[src/rtl/core/lebg_pkg.sv]
package lebg_pkg;

    localparam int TIME_W   = 32;
    localparam int BR_W     = 8;
    localparam int PER_W    = 16;
    localparam int QUO_W    = 8;
    localparam int DIV_STEPS = QUO_W;
    localparam int CNT_W    = $clog2(DIV_STEPS);

    localparam logic [2:0] MODE_CONST   = 3'd0;
    localparam logic [2:0] MODE_BLINK   = 3'd1;
    localparam logic [2:0] MODE_FADEON  = 3'd2;
    localparam logic [2:0] MODE_FADEOFF = 3'd3;
    localparam logic [2:0] MODE_BREATHE = 3'd4;
    localparam logic [2:0] MODE_ADVBR   = 3'd5;
    localparam logic [2:0] MODE_CANDLE  = 3'd6;

    localparam logic [2:0] REG_MODE     = 3'd0;
    localparam logic [2:0] REG_LEVEL    = 3'd1;
    localparam logic [2:0] REG_SPAN     = 3'd2;
    localparam logic [2:0] REG_ON       = 3'd3;
    localparam logic [2:0] REG_OFF      = 3'd4;
    localparam logic [2:0] REG_SPEED    = 3'd5;
    localparam logic [2:0] REG_JITTER   = 3'd6;
    localparam logic [2:0] REG_SEED     = 3'd7;

    localparam logic [31:0] RAND_FEEDBACK = 32'h7FFF_F159;
    localparam logic [7:0]  CANDLE_BASE   = 8'd50;
    localparam logic [7:0]  FULL_LEVEL    = 8'hFF;
    localparam logic [7:0]  CANDLE_RESET  = 8'd5;

    localparam logic [7:0] CURVE_PTS [9] = '{
        8'd0, 8'd3, 8'd13, 8'd33, 8'd68, 8'd118, 8'd179, 8'd232, 8'd255
    };

    localparam logic [7:0] FLICKER_TAB [16] = '{
        8'd5, 8'd10, 8'd20, 8'd30, 8'd50, 8'd20, 8'd30, 8'd40,
        8'd50, 8'd60, 8'd70, 8'd80, 8'd90, 8'd100, 8'd110, 8'd255
    };

    typedef struct packed {
        logic [2:0]  mode;
        logic [7:0]  level;
        logic [15:0] time_span;
        logic [15:0] time_on;
        logic [15:0] time_off;
        logic [4:0]  flicker_speed;
        logic [7:0]  flicker_jitter;
    } cfg_t;

    typedef struct packed {
        logic capture;
        logic select;
        logic load;
        logic divide;
        logic interp;
        logic out_load;
    } dp_cmd_t;

    typedef struct packed {
        logic fade_req;
        logic out_free;
    } dp_sts_t;

endpackage

[src/rtl/core/lebg_ctrl.sv]
module lebg_ctrl (
    input  logic              aclk,
    input  logic              aresetn,
    input  logic              s_tvalid,
    output logic              s_tready,
    input  lebg_pkg::dp_sts_t sts,
    output lebg_pkg::dp_cmd_t cmd
);

    typedef enum logic [5:0] {
        ST_IDLE   = 6'b000001,
        ST_SELECT = 6'b000010,
        ST_LOAD   = 6'b000100,
        ST_DIVIDE = 6'b001000,
        ST_INTERP = 6'b010000,
        ST_DONE   = 6'b100000
    } state_t;

    state_t                    state_reg, state_next;
    logic [lebg_pkg::CNT_W-1:0] cnt_reg, cnt_next;

    assign s_tready = (state_reg == ST_IDLE);

    always_comb begin
        state_next = state_reg;
        cnt_next   = cnt_reg;
        cmd        = '0;
        case (state_reg)
            ST_IDLE: begin
                if (s_tvalid) begin
                    cmd.capture = 1'b1;
                    state_next  = ST_SELECT;
                end
            end
            ST_SELECT: begin
                cmd.select = 1'b1;
                state_next = ST_LOAD;
            end
            ST_LOAD: begin
                if (sts.fade_req) begin
                    cmd.load   = 1'b1;
                    cnt_next   = '0;
                    state_next = ST_DIVIDE;
                end else begin
                    state_next = ST_DONE;
                end
            end
            ST_DIVIDE: begin
                cmd.divide = 1'b1;
                cnt_next   = cnt_reg + 1'b1;
                if (cnt_reg == lebg_pkg::CNT_W'(lebg_pkg::DIV_STEPS - 1)) begin
                    state_next = ST_INTERP;
                end
            end
            ST_INTERP: begin
                cmd.interp = 1'b1;
                state_next = ST_DONE;
            end
            ST_DONE: begin
                if (sts.out_free) begin
                    cmd.out_load = 1'b1;
                    state_next   = ST_IDLE;
                end
            end
            default: begin
                state_next = ST_IDLE;
            end
        endcase
    end

    always_ff @(posedge aclk) begin
        if (!aresetn) begin
            state_reg <= ST_IDLE;
            cnt_reg   <= '0;
        end else begin
            state_reg <= state_next;
            cnt_reg   <= cnt_next;
        end
    end

endmodule

[src/rtl/core/lebg_dp.sv]
module lebg_dp (
    input  logic              aclk,
    input  logic              aresetn,
    input  lebg_pkg::cfg_t    cfg,
    input  logic              seed_wr,
    input  logic [31:0]       seed,
    input  logic [31:0]       s_tdata,
    input  lebg_pkg::dp_cmd_t cmd,
    output lebg_pkg::dp_sts_t sts,
    output logic              m_tvalid,
    input  logic              m_tready,
    output logic [23:0]       m_tdata
);

    logic [31:0] time_reg;
    logic [31:0] arg_reg, arg_next;
    logic [15:0] div_per_reg, div_per_next;
    logic        fade_reg, fade_next;
    logic [7:0]  br_reg, br_next;
    logic [15:0] per_reg, per_next;
    logic [15:0] rem_reg;
    logic [7:0]  quo_reg;
    logic        full_reg;
    logic [31:0] rand_reg;
    logic [7:0]  candle_level_reg;
    logic [31:0] candle_slot_reg;
    logic [23:0] out_data_reg;
    logic        out_valid_reg;

    logic [32:0] t_inc;
    logic [15:0] half_span;
    logic [15:0] per_blink, per_adv;
    logic [16:0] hold_end;
    logic [31:0] slot;
    logic [31:0] rand_step;
    logic [7:0]  candle_new;
    logic        candle_hit;

    logic [32:0] arg_inc;
    logic [16:0] rem_shift;
    logic [16:0] rem_diff;

    logic [3:0]  idx0, idx1;
    logic [7:0]  y0, y1, dy;
    logic [12:0] prod;
    logic [7:0]  interp_br;

    assign t_inc     = {1'b0, time_reg} + 33'd1;
    assign half_span = {1'b0, cfg.time_span[15:1]};
    assign per_blink = cfg.time_on + cfg.time_off;
    assign per_adv   = cfg.time_span + cfg.time_on + cfg.time_off;
    assign hold_end  = {1'b0, cfg.time_span} + {1'b0, cfg.time_on};
    assign slot      = time_reg >> cfg.flicker_speed;

    assign rand_step  = rand_reg[0] ? (rand_reg >> 1)
                                    : ((rand_reg >> 1) ^ lebg_pkg::RAND_FEEDBACK);
    assign candle_new = (rand_step[7:0] >= cfg.flicker_jitter) ? lebg_pkg::FULL_LEVEL
                      : lebg_pkg::CANDLE_BASE + lebg_pkg::FLICKER_TAB[rand_step[3:0]];
    assign candle_hit = (cfg.mode == lebg_pkg::MODE_CANDLE) && (slot != candle_slot_reg);

    always_comb begin
        arg_next     = time_reg;
        div_per_next = cfg.time_span;
        fade_next    = 1'b0;
        br_next      = 8'd0;
        per_next     = 16'd0;
        case (cfg.mode)
            lebg_pkg::MODE_CONST: begin
                br_next  = cfg.level;
                per_next = 16'd1;
            end
            lebg_pkg::MODE_BLINK: begin
                br_next  = (time_reg < {16'd0, cfg.time_on}) ? lebg_pkg::FULL_LEVEL : 8'd0;
                per_next = per_blink;
            end
            lebg_pkg::MODE_FADEON: begin
                fade_next = 1'b1;
                per_next  = cfg.time_span;
            end
            lebg_pkg::MODE_FADEOFF: begin
                fade_next = 1'b1;
                arg_next  = {16'd0, cfg.time_span} - time_reg;
                per_next  = cfg.time_span;
            end
            lebg_pkg::MODE_BREATHE: begin
                per_next     = cfg.time_span;
                div_per_next = half_span;
                if (t_inc >= {17'd0, cfg.time_span}) begin
                    br_next = 8'd0;
                end else if (time_reg < {16'd0, half_span}) begin
                    fade_next = 1'b1;
                end else begin
                    fade_next = 1'b1;
                    arg_next  = {16'd0, cfg.time_span} - time_reg;
                end
            end
            lebg_pkg::MODE_ADVBR: begin
                per_next = per_adv;
                if (time_reg < {16'd0, cfg.time_span}) begin
                    fade_next = 1'b1;
                end else if (time_reg < {15'd0, hold_end}) begin
                    br_next = lebg_pkg::FULL_LEVEL;
                end else if (time_reg < {16'd0, per_adv}) begin
                    fade_next    = 1'b1;
                    arg_next     = {16'd0, per_adv} - time_reg;
                    div_per_next = cfg.time_off;
                end else begin
                    br_next = 8'd0;
                end
            end
            lebg_pkg::MODE_CANDLE: begin
                per_next = cfg.time_span;
                br_next  = candle_hit ? candle_new : candle_level_reg;
            end
            default: begin
                br_next  = 8'd0;
                per_next = 16'd0;
            end
        endcase
    end

    assign arg_inc   = {1'b0, arg_reg} + 33'd1;
    assign rem_shift = {rem_reg, 1'b0};
    assign rem_diff  = rem_shift - {1'b0, div_per_reg};

    assign idx0      = {1'b0, quo_reg[7:5]};
    assign idx1      = idx0 + 4'd1;
    assign y0        = lebg_pkg::CURVE_PTS[idx0];
    assign y1        = lebg_pkg::CURVE_PTS[idx1];
    assign dy        = y1 - y0;
    assign prod      = {8'd0, quo_reg[4:0]} * {5'd0, dy};
    assign interp_br = y0 + prod[12:5];

    always_ff @(posedge aclk) begin
        if (cmd.capture) begin
            time_reg <= s_tdata;
        end
        if (cmd.select) begin
            arg_reg     <= arg_next;
            div_per_reg <= div_per_next;
            br_reg      <= br_next;
            per_reg     <= per_next;
        end
        if (cmd.load) begin
            full_reg <= (arg_inc >= {17'd0, div_per_reg});
            rem_reg  <= arg_reg[15:0];
            quo_reg  <= '0;
        end
        if (cmd.divide) begin
            if (!rem_diff[16]) begin
                rem_reg <= rem_diff[15:0];
                quo_reg <= {quo_reg[6:0], 1'b1};
            end else begin
                rem_reg <= rem_shift[15:0];
                quo_reg <= {quo_reg[6:0], 1'b0};
            end
        end
        if (cmd.interp) begin
            br_reg <= full_reg ? lebg_pkg::FULL_LEVEL : interp_br;
        end
        if (cmd.out_load) begin
            out_data_reg <= {per_reg, br_reg};
        end
    end

    always_ff @(posedge aclk) begin
        if (!aresetn) begin
            fade_reg         <= 1'b0;
            rand_reg         <= '0;
            candle_level_reg <= lebg_pkg::CANDLE_RESET;
            candle_slot_reg  <= '0;
            out_valid_reg    <= 1'b0;
        end else begin
            if (cmd.select) begin
                fade_reg <= fade_next;
            end
            if (seed_wr) begin
                rand_reg <= seed;
            end else if (cmd.select && candle_hit) begin
                rand_reg         <= rand_step;
                candle_level_reg <= candle_new;
                candle_slot_reg  <= slot;
            end
            if (cmd.out_load) begin
                out_valid_reg <= 1'b1;
            end else if (m_tready) begin
                out_valid_reg <= 1'b0;
            end
        end
    end

    assign sts.fade_req = fade_reg;
    assign sts.out_free = !out_valid_reg || m_tready;
    assign m_tvalid     = out_valid_reg;
    assign m_tdata      = out_data_reg;

endmodule

[src/rtl/core/led_effect_brightness_generator_unit.sv]
// LED effect brightness generator: each transfer on the s_ side carries a time value in ticks
// and yields one m_ transfer with the brightness and the period of the effect selected by the
// mode register (constant, blink, fade on, fade off, breathe, advanced breathe, candle). Items
// are handled one at a time; for the constant, blink and candle effects and for times outside
// a fade the item passes ST_SELECT, ST_LOAD and ST_DONE before the result is registered; when
// the fade curve is evaluated ST_DIVIDE, where the 8-step bit-serial divider scales time to
// the fade length, and ST_INTERP come between ST_LOAD and ST_DONE. A stalled m_tready keeps
// the next result waiting in ST_DONE until the output register is free. A new item is taken
// while the previous result still waits on m_tready. Registers sit on an APB port at byte
// address 4*i; write them only while no item is in flight. Writing random_seed reloads the
// candle random generator.
module led_effect_brightness_generator_unit (
    input  logic        aclk,
    input  logic        aresetn,
    input  logic        psel,
    input  logic        penable,
    input  logic        pwrite,
    input  logic [4:0]  paddr,
    input  logic [31:0] pwdata,
    output logic [31:0] prdata,
    output logic        pready,
    input  logic        s_tvalid,
    output logic        s_tready,
    input  logic [31:0] s_tdata,   // [31:0] time_now
    output logic        m_tvalid,
    input  logic        m_tready,
    output logic [23:0] m_tdata    // [7:0] brightness, [23:8] effect_period
);

    lebg_pkg::cfg_t    cfg_reg;
    logic [31:0]       seed_reg;
    logic              wr_en;
    logic [2:0]        reg_idx;
    lebg_pkg::dp_cmd_t cmd;
    lebg_pkg::dp_sts_t sts;

    assign pready  = 1'b1;
    assign wr_en   = psel && penable && pwrite;
    assign reg_idx = paddr[4:2];

    always_ff @(posedge aclk) begin
        if (!aresetn) begin
            cfg_reg  <= '0;
            seed_reg <= '0;
        end else if (wr_en) begin
            case (reg_idx)
                lebg_pkg::REG_MODE:   cfg_reg.mode           <= pwdata[2:0];
                lebg_pkg::REG_LEVEL:  cfg_reg.level          <= pwdata[7:0];
                lebg_pkg::REG_SPAN:   cfg_reg.time_span      <= pwdata[15:0];
                lebg_pkg::REG_ON:     cfg_reg.time_on        <= pwdata[15:0];
                lebg_pkg::REG_OFF:    cfg_reg.time_off       <= pwdata[15:0];
                lebg_pkg::REG_SPEED:  cfg_reg.flicker_speed  <= pwdata[4:0];
                lebg_pkg::REG_JITTER: cfg_reg.flicker_jitter <= pwdata[7:0];
                lebg_pkg::REG_SEED:   seed_reg               <= pwdata;
                default: begin
                end
            endcase
        end
    end

    always_comb begin
        case (reg_idx)
            lebg_pkg::REG_MODE:   prdata = {29'd0, cfg_reg.mode};
            lebg_pkg::REG_LEVEL:  prdata = {24'd0, cfg_reg.level};
            lebg_pkg::REG_SPAN:   prdata = {16'd0, cfg_reg.time_span};
            lebg_pkg::REG_ON:     prdata = {16'd0, cfg_reg.time_on};
            lebg_pkg::REG_OFF:    prdata = {16'd0, cfg_reg.time_off};
            lebg_pkg::REG_SPEED:  prdata = {27'd0, cfg_reg.flicker_speed};
            lebg_pkg::REG_JITTER: prdata = {24'd0, cfg_reg.flicker_jitter};
            lebg_pkg::REG_SEED:   prdata = seed_reg;
            default:              prdata = '0;
        endcase
    end

    lebg_ctrl u_ctrl (
        .aclk     (aclk),
        .aresetn  (aresetn),
        .s_tvalid (s_tvalid),
        .s_tready (s_tready),
        .sts      (sts),
        .cmd      (cmd)
    );

    lebg_dp u_dp (
        .aclk     (aclk),
        .aresetn  (aresetn),
        .cfg      (cfg_reg),
        .seed_wr  (wr_en && (reg_idx == lebg_pkg::REG_SEED)),
        .seed     (pwdata),
        .s_tdata  (s_tdata),
        .cmd      (cmd),
        .sts      (sts),
        .m_tvalid (m_tvalid),
        .m_tready (m_tready),
        .m_tdata  (m_tdata)
    );

endmodule

[config.mk]
export PLATFORM = sky130hd
export DESIGN_NAME = led_effect_brightness_generator_unit
export DESIGN_NICKNAME = d
export VERILOG_FILES = /design/src/rtl/core/lebg_pkg.sv /design/src/rtl/core/lebg_ctrl.sv /design/src/rtl/core/lebg_dp.sv /design/src/rtl/core/led_effect_brightness_generator_unit.sv
export SDC_FILE = /design/constraint.sdc
export NUM_CORES = 1
export LEC_CHECK = 0
export ABC_AREA = 1
export BUFFER_PORTS_ARGS = -buffer_cell sky130_fd_sc_hd__buf_2
export CAP_MARGIN = 0
export CELL_PAD_IN_SITES_DETAIL_PLACEMENT = 0
export CELL_PAD_IN_SITES_GLOBAL_PLACEMENT = 1
export CORE_MARGIN = 10
export CORE_UTILIZATION = 45
export DETAILED_ROUTE_END_ITERATION = 7
export PLACE_DENSITY_LB_ADDON = 0.1
export SLEW_MARGIN = 20
export SYNTH_ARGS = -nofsm -noshare
export SYNTH_HDL_FRONTEND = slang
export SYNTH_SLANG_ARGS = --single-unit
[constraint.sdc]
create_clock -name aclk -period 17.7 [get_ports aclk]
set_input_delay 0.885 -clock aclk [delete_from_list [all_inputs] [get_ports aclk]]
set_output_delay 0.885 -clock aclk [all_outputs]
set_load 0.005 [all_outputs]
==> impl_metrics.tcl, run 1 <==
set metrics [dict create \
    min_path_cells 0 \
    relSlewSlack_pct 25.8 \
    cts_root_buf "clkbuf_16" \
    wl_mm 101 \
    grt_pass1_vias 26000 \
    drv_cap 0 \
    synth.distinct_cells 61 \
    regToRegSetupSlack_ns 10.43 \
    antenna_found_initial 6 \
    async_flop_share_pct 0 \
    clock_power_share_pct 43.8 \
    finalHoldViolCount 0 \
    p_switching_mw 0.587 \
    yosys_most_used_dff "dfxtp_1" \
    rows 92 \
    r2r-start "u_dp.quo_reg[5]" \
    drt-vias-per-instance 5.48 \
    cts_setup_buffers 0 \
    placedCellCount 5066 \
    synth_mux_area_share_pct 0 \
    yosysSeqAreaShare_pct 28.9 \
    fp.dieW_um 273 \
    dr_total_vias 28200 \
    holdPathEnd "u_dp.m_tdata[20]" \
    cts_made_buffers 41 \
    syn_area_per_cell_sq_um 6.85 \
    clk_pin_slew_ns 0.06 \
    die_area_sq_um 74600 \
    p_int_mw 1.45 \
    ys_warn_count 0 \
    endpoint_kind "register" \
    synth-simple-area-share_pct 29.7 \
    nFillCells 6590 \
    crit_path_frequent_cell "nand2_1" \
    cts_sinks 340 \
    final_cells 5141 \
    cts_hold_buf 0 \
    drive_above_1_share_pct 6.66 \
    hold_path.startpoint "u_dp.per_reg[12]" \
    synth_compound_area_share_pct 15.1 \
    clock_skew_ns 0.0344 \
    port_buffers 131 \
    synth_area_sq_um 28800 \
    required_ns 18.05 \
    cts_buffer_depth 3 \
    coreArea_sq_um 63300 \
    syn_to_final_growth_pct 9.58 \
    synth_xor_area_share_pct 4.80 \
    critPathKind "reg2reg" \
    synth_area_leaders "edfxtp_1 16%, nand2_1 13%, dfxtp_1 13%, ha_1 9.9%, nand3_1 6.8%" \
    die_h_um 273 \
    slowest_stage "fa_1" \
    synth_nets 4559 \
    critPathMaxFanout 9 \
    grt_usage_pct 26.3 \
    leakage_nw 14.1 \
    num_antenna_cells 0 \
    syn_inst 4214 \
    cts_tree "done" \
    drc 0 \
    p_seq_share_pct 42.8 \
    fin_crit_sh_pct 41.1 \
    largest_register_ffs 72 \
    ctsResizeCount 0 \
    worstSkewPairLatency_ns 0.61 \
    r2r_cells 36 \
    rsz0062_at_grt "no" \
    first_iter_violations 2556 \
    synth_seq_cells 340 \
    synthAdderAreaFrac_pct 12.7 \
    mostFrequentLayoutCell "nand2_1" \
    p_comb_share_pct 13.4 \
    worst_slew_pin_slew_ns 1.11 \
    cp-startpoint "u_dp.quo_reg[5]" \
    fmax_ghz 0.138 \
    sw_frac_of_total_pct 28.8 \
    setup_violations 0 \
    multi_input_area_sq_um 18000 \
    timing.rr.end "u_dp.br_reg[7]" \
    cp_top_family "adder cells" \
    start_util_pct 45.6 \
    layout_common_cells "1008 x nand2_1, 473 x inv_1, 397 x nor2_1" \
    outcome "completed" \
    cpPeakStageDelay_ns 0.55 \
    grt_pass1_wl_mm 154 \
    slew_viol_final 0 \
    p_per_area_nw_per_um2 64.4 \
    yosys.area.top_type "edfxtp_1" \
    post-dp-hpwl_mm 76.9 \
    grt-ovfl-total 0 \
    gp_congestion 0.962 \
    first_pass_iters 6 \
    synth_enable_flop_cells 153 \
    period_minus_slack_ns 7.27 \
    nNetsFinal 4608 \
    grt_max_degree 78 \
    synth.top_cell.area_share_pct 15.9 \
    seq_area_sq_um 8340 \
    io-pin-count 135 \
    synth_top_family_by_area "simple AND/OR/NAND/NOR gates" \
    cp.arrival_ns 7.62 \
    path_buf_inv 6 \
    cp-start-kind "register" \
    final_antenna_net_count 0 \
    htree_levels 2 \
    routedWlPerCell_um 19.7 \
    vdd_drop_max_mv 0.0775 \
    hold_path.class "reg2reg" \
    tns_ns 0 \
]
## kinds of logic (layout without fill, tap and decap cells)
kind of cell | after synthesis | in the layout
other cells | 1 | 1
flops | 340 | 340
fa+ha+maj | 269 | 269
xor+xnor | 158 | 158
compound gates | 786 | 786
simple gates | 2008 | 2008
buf+inv | 652 | 733
## metrics by stage
stage	setup slack, ns	power, mW	hold slack (ns)	area [sq um]	util, %
4_1_cts	10.45	2.05	0.418	31600	49.9
6_report	10.43	2.03	0.417	31600	49.9
5_1_grt	9.73	2.12	0.422	31600	49.9
3_3_place_gp	10.46	1.15	0.403	30200	47.7
2_1_floorplan	8.92	1.06	0.400	28800	-
3_5_place_dp	10.50	1.15	0.405	30200	47.7
## cells in the mapped netlist, types with 8 or more instances
cell type and n:
nor2_2 8, clkinv_1 12, a31oi_1 26, buf_1 12, nand3b_1 25, fa_1 40
o21bai_1 10, o22ai_1 18, ha_1 229, buf_2 37, o21ai_1 14, nand2_1 1008
dfxtp_1 187, a221o_1 8, nand4_1 62, a21oi_1 340, o21a_1 9, inv_1 474
clkbuf_1 97, xor2_1 119, o21ai_0 269, or2_2 16, nor4_1 11, buf_4 9
o221ai_1 11, nor2_1 404, xnor2_1 39, o211ai_1 31, nor3_1 64, nand3_1 391
edfxtp_1 153
## layer usage
metal	up-vias	GRT usage (%)	routed length, um
met4	10	6.05	2100
met5	-	0	71
met3	136	4.09	6890
li1	14200	-	-
met2	843	41.9	45300
met1	13000	36.8	46700
## final cells by class
| type | instances | area share, % |
|---|---|---|
| well taps | 846 | 3.35 |
| clock buffers | 52 | 3.50 |
| flip-flops and latches | 340 | 26.4 |
| inverters | 493 | 5.85 |
| repair buffers | 165 | 2.89 |
| multi-input cells | 3222 | 57.0 |
| clock inverters | 23 | 1.03 |
## power by group through the flow
stage | registers [mW] | logic (mW) | clock network (mW)
6_report | 0.870 | 0.273 | 0.890
5_1_grt | 0.870 | 0.308 | 0.938
4_1_cts | 0.868 | 0.270 | 0.908
3_5_place_dp | 0.885 | 0.269 | 0
3_3_place_gp | 0.885 | 0.268 | 0
2_1_floorplan | 0.864 | 0.194 | 0
## how the worst max path moves through the flow
stage	to	slack [ns]	cells past startpoint
2_1_floorplan	u_ctrl.state_reg[0]	8.92	8
3_3_place_gp	u_dp.br_reg[7]	10.46	36
3_5_place_dp	u_dp.br_reg[7]	10.50	36
4_1_cts	u_dp.br_reg[7]	10.45	36
5_1_grt	u_dp.br_reg[7]	9.73	36
6_report	u_dp.br_reg[7]	10.43	36
Note: power is estimated with default switching activity, not from simulation.
==> run 2, diff against run 1 <==
--- a/config.mk
+++ b/config.mk
@@ -5,13 +5,13 @@
 export SDC_FILE = /design/constraint.sdc
 export NUM_CORES = 1
 export LEC_CHECK = 0
-export ABC_AREA = 1
+export ABC_AREA = 0
 export BUFFER_PORTS_ARGS = -buffer_cell sky130_fd_sc_hd__buf_2
 export CAP_MARGIN = 0
 export CELL_PAD_IN_SITES_DETAIL_PLACEMENT = 0
 export CELL_PAD_IN_SITES_GLOBAL_PLACEMENT = 1
 export CORE_MARGIN = 10
-export CORE_UTILIZATION = 45
+export CORE_UTILIZATION = 44
 export DETAILED_ROUTE_END_ITERATION = 7
 export PLACE_DENSITY_LB_ADDON = 0.1
 export SLEW_MARGIN = 20
==> constraint.sdc (replaced) <==
create_clock -name aclk -period 6.6 [get_ports aclk]
set_input_delay 0.33 -clock aclk [delete_from_list [all_inputs] [get_ports aclk]]
set_output_delay 0.33 -clock aclk [all_outputs]
set_load 0.005 [all_outputs]
==> run 2 against run 1 <==
- hold slack got worse by 0.39 ns
- via count fell by 8.5%
- critical path type unchanged
- non-clock buffer count rose by 139
==> impl_metrics.tcl, run 2 <==
set metrics [dict create \
    outcome "completed" \
    grt_max_degree 73 \
    die_h_um 273 \
    required_ns 6.94 \
    coreArea_sq_um 63300 \
    drt-vias-per-instance 5.99 \
    sw_frac_of_total_pct 29.5 \
    async_flop_share_pct 0 \
    clock_skew_ns 0.0553 \
    worst_slew_pin_slew_ns 1.07 \
    cts_made_buffers 42 \
    syn_to_final_growth_pct 14.4 \
    die_area_sq_um 74700 \
    pre_cts_ws_ns -0.127 \
    mostFrequentLayoutCell "nand2_1" \
    p_comb_share_pct 16.4 \
    setup_violations 0 \
    cpPeakStageDelay_ns 0.53 \
    nNetsFinal 3767 \
    relSlewSlack_pct 28.2 \
    finalHoldViolCount 0 \
    yosys.area.top_type "edfxtp_1" \
    ys_warn_count 0 \
    period_minus_slack_ns 6.37 \
    fp.dieW_um 273 \
    cts_buffer_depth 3 \
    fin_crit_sh_pct 96.6 \
    synth_area_sq_um 28200 \
    worstSkewPairLatency_ns 0.62 \
    final.setup.worst_slack_ns 0.226 \
    io-pin-count 135 \
    drv_cap 0 \
    hold_path.class "in2reg" \
    synth_area_leaders "edfxtp_1 16%, dfxtp_1 13%, ha_1 10%, nand2_1 6.1%, mux2i_1 5.2%" \
    synth_nets 3603 \
    critPathMaxFanout 4 \
    tns_ns 0 \
    htree_levels 2 \
    routedWlPerCell_um 23.1 \
    start_util_pct 44.6 \
    synth.top_cell.area_share_pct 16.3 \
    rsz0062_at_grt "yes" \
    grt-ovfl-total 0 \
    grt_pass1_vias 25000 \
    syn_area_per_cell_sq_um 8.66 \
    drive_above_1_share_pct 13.6 \
    final_antenna_net_count 0 \
    critPathKind "reg2reg" \
    p_int_mw 4.13 \
    cp.arrival_ns 6.72 \
    slew_viol_final 0 \
    wl_mm 99.3 \
    synth_enable_flop_cells 153 \
    yosys-top-cells-count "456 x nand2_1, 240 x a21oi_1, 229 x ha_1" \
    fmax_ghz 0.157 \
    largest_register_ffs 72 \
    leakage_nw 13.0 \
    drc 0 \
    yosysSeqAreaShare_pct 29.5 \
    p_switching_mw 1.73 \
    first_pass_iters 5 \
    antenna_found_initial 5 \
    cts_root_buf "clkbuf_16" \
    yosysMostFrequentCell "nand2_1" \
    synth_seq_cells 340 \
    dr_total_vias 25800 \
    clock_power_share_pct 43.1 \
    p_seq_share_pct 40.4 \
    vdd_drop_max_mv 0.185 \
    port_buffers 131 \
    cts_tree "done" \
    synth.distinct_cells 98 \
    p_per_area_nw_per_um2 181 \
    slowest_stage "fa_1" \
    crit_path_frequent_cell "inv_2" \
    post-dp-hpwl_mm 74.1 \
    grt_usage_pct 25.9 \
    rows 92 \
    syn_inst 3258 \
    grt_pass1_wl_mm 151 \
    power_mw 5.85 \
    cp-start-kind "register" \
    endpoint_kind "register" \
    cts_sinks 340 \
    gp_congestion 0.992 \
    clk_pin_slew_ns 0.06 \
    layout_common_cells "453 x nand2_1, 231 x a21oi_1, 223 x ha_1" \
    first_iter_violations 2384 \
    yosys_most_used_dff "dfxtp_1" \
]
==> run 2: cell types whose count changed in the layout (fill, tap and decap cells not counted), sizes merged, moves of 57 or more <==
cell | before | now
inv | 484 | 159
xnor2 | 39 | 106
nor2 | 413 | 173
a21oi | 341 | 240
a21o | 7 | 64
mux2i | 0 | 148
nand3 | 395 | 74
buf | 165 | 253
nand2 | 1009 | 457
o21ai | 283 | 209
==> run 2: final timing paths <==
path	start	to	slack (ns)	depth (start not counted)
min	pwdata[9]	seed_reg[9]	0.03	3
min reg2reg	u_dp.per_reg[2]	u_dp.m_tdata[10]	0.41	0
max reg2reg	u_dp.quo_reg[5]	u_dp.br_reg[6]	0.23	29
max	u_dp.quo_reg[5]	u_dp.br_reg[6]	0.23	29
==> run 2: critical path, delay by kind of cell (launching register included) <==
| kind | cells | cell delay [ns] |
|---|---|---|
| simple gates | 4 | 0.47 |
| fa+ha+maj | 7 | 2.50 |
| buf+inv | 6 | 0.54 |
| xor+xnor | 3 | 0.37 |
| compound gates | 9 | 1.75 |
| flops | 1 | 0.47 |
==> run 2: area by class of cell <==
type | instances | area, sq um
clock inverters | 32 | 418
repair buffers | 304 | 2110
well taps | 846 | 1060
diodes | 1 | 2.50
inverters | 156 | 588
flip-flops and latches | 340 | 8340
fillers | 6091 | 31000
clock buffers | 45 | 1090
multi-input cells | 2578 | 18700
==> run 2: cell families (layout without fill, tap and decap cells) <==
group / after synthesis / after routing / share of synthesized area (%)
other: 1 / 2 / 0.0133
XOR/XNOR: 190 / 190 / 5.90
AND/OR/NAND/NOR: 1091 / 1091 / 18.5
AO/OA/AOI/OAI: 820 / 820 / 18.6
buffers and inverters: 340 / 537 / 5.17
flip-flops: 340 / 340 / 29.5
adder cells (fa/ha/maj): 269 / 269 / 13.0
multiplexers: 207 / 207 / 9.32
==> run 2: per-stage QoR <==
step | cells | utilization (%) | hold slack (ns) | area [sq um]
finish | 4302 | 51.0 | 0.0259 | 32300
global placement | 4162 | 47.3 | 0.405 | 30000
detailed placement | 4162 | 47.3 | 0.406 | 30000
floorplan | 3258 | - | 0.400 | 28200
CTS | 4290 | 50.5 | 0.00315 | 32000
global route | 4301 | 51.0 | 0.0272 | 32300
==> run 2: power by group through the flow <==
stage	Sequential (mW)	Combinational, mW	Clock [mW]
after floorplan	2.36	0.624	0
after global placement	2.41	0.905	0
after detailed placement	2.41	0.914	0
after CTS	2.36	0.945	2.58
after global routing	2.37	1.05	2.66
final	2.37	0.961	2.53
==> run 2: what timing repair did <==
item                                   CTS  global route
setup buffers                            0            10
endpoints found under the hold margin   52             0
pin swaps                                2            32
setup endpoints to repair                3             5
hold buffers                            51             0
resized for setup                        7            47
==> run 2: layer usage <==
metal,GRT usage (%),vias up,wire [um],part of all wire (%)
met1,35.1,12500,44200,45
met4,8.71,6,3360,3.4
met3,4.26,166,7270,7.3
met5,0,-,31,0.031
met2,41.2,960,44400,45
li1,-,12100,-,-
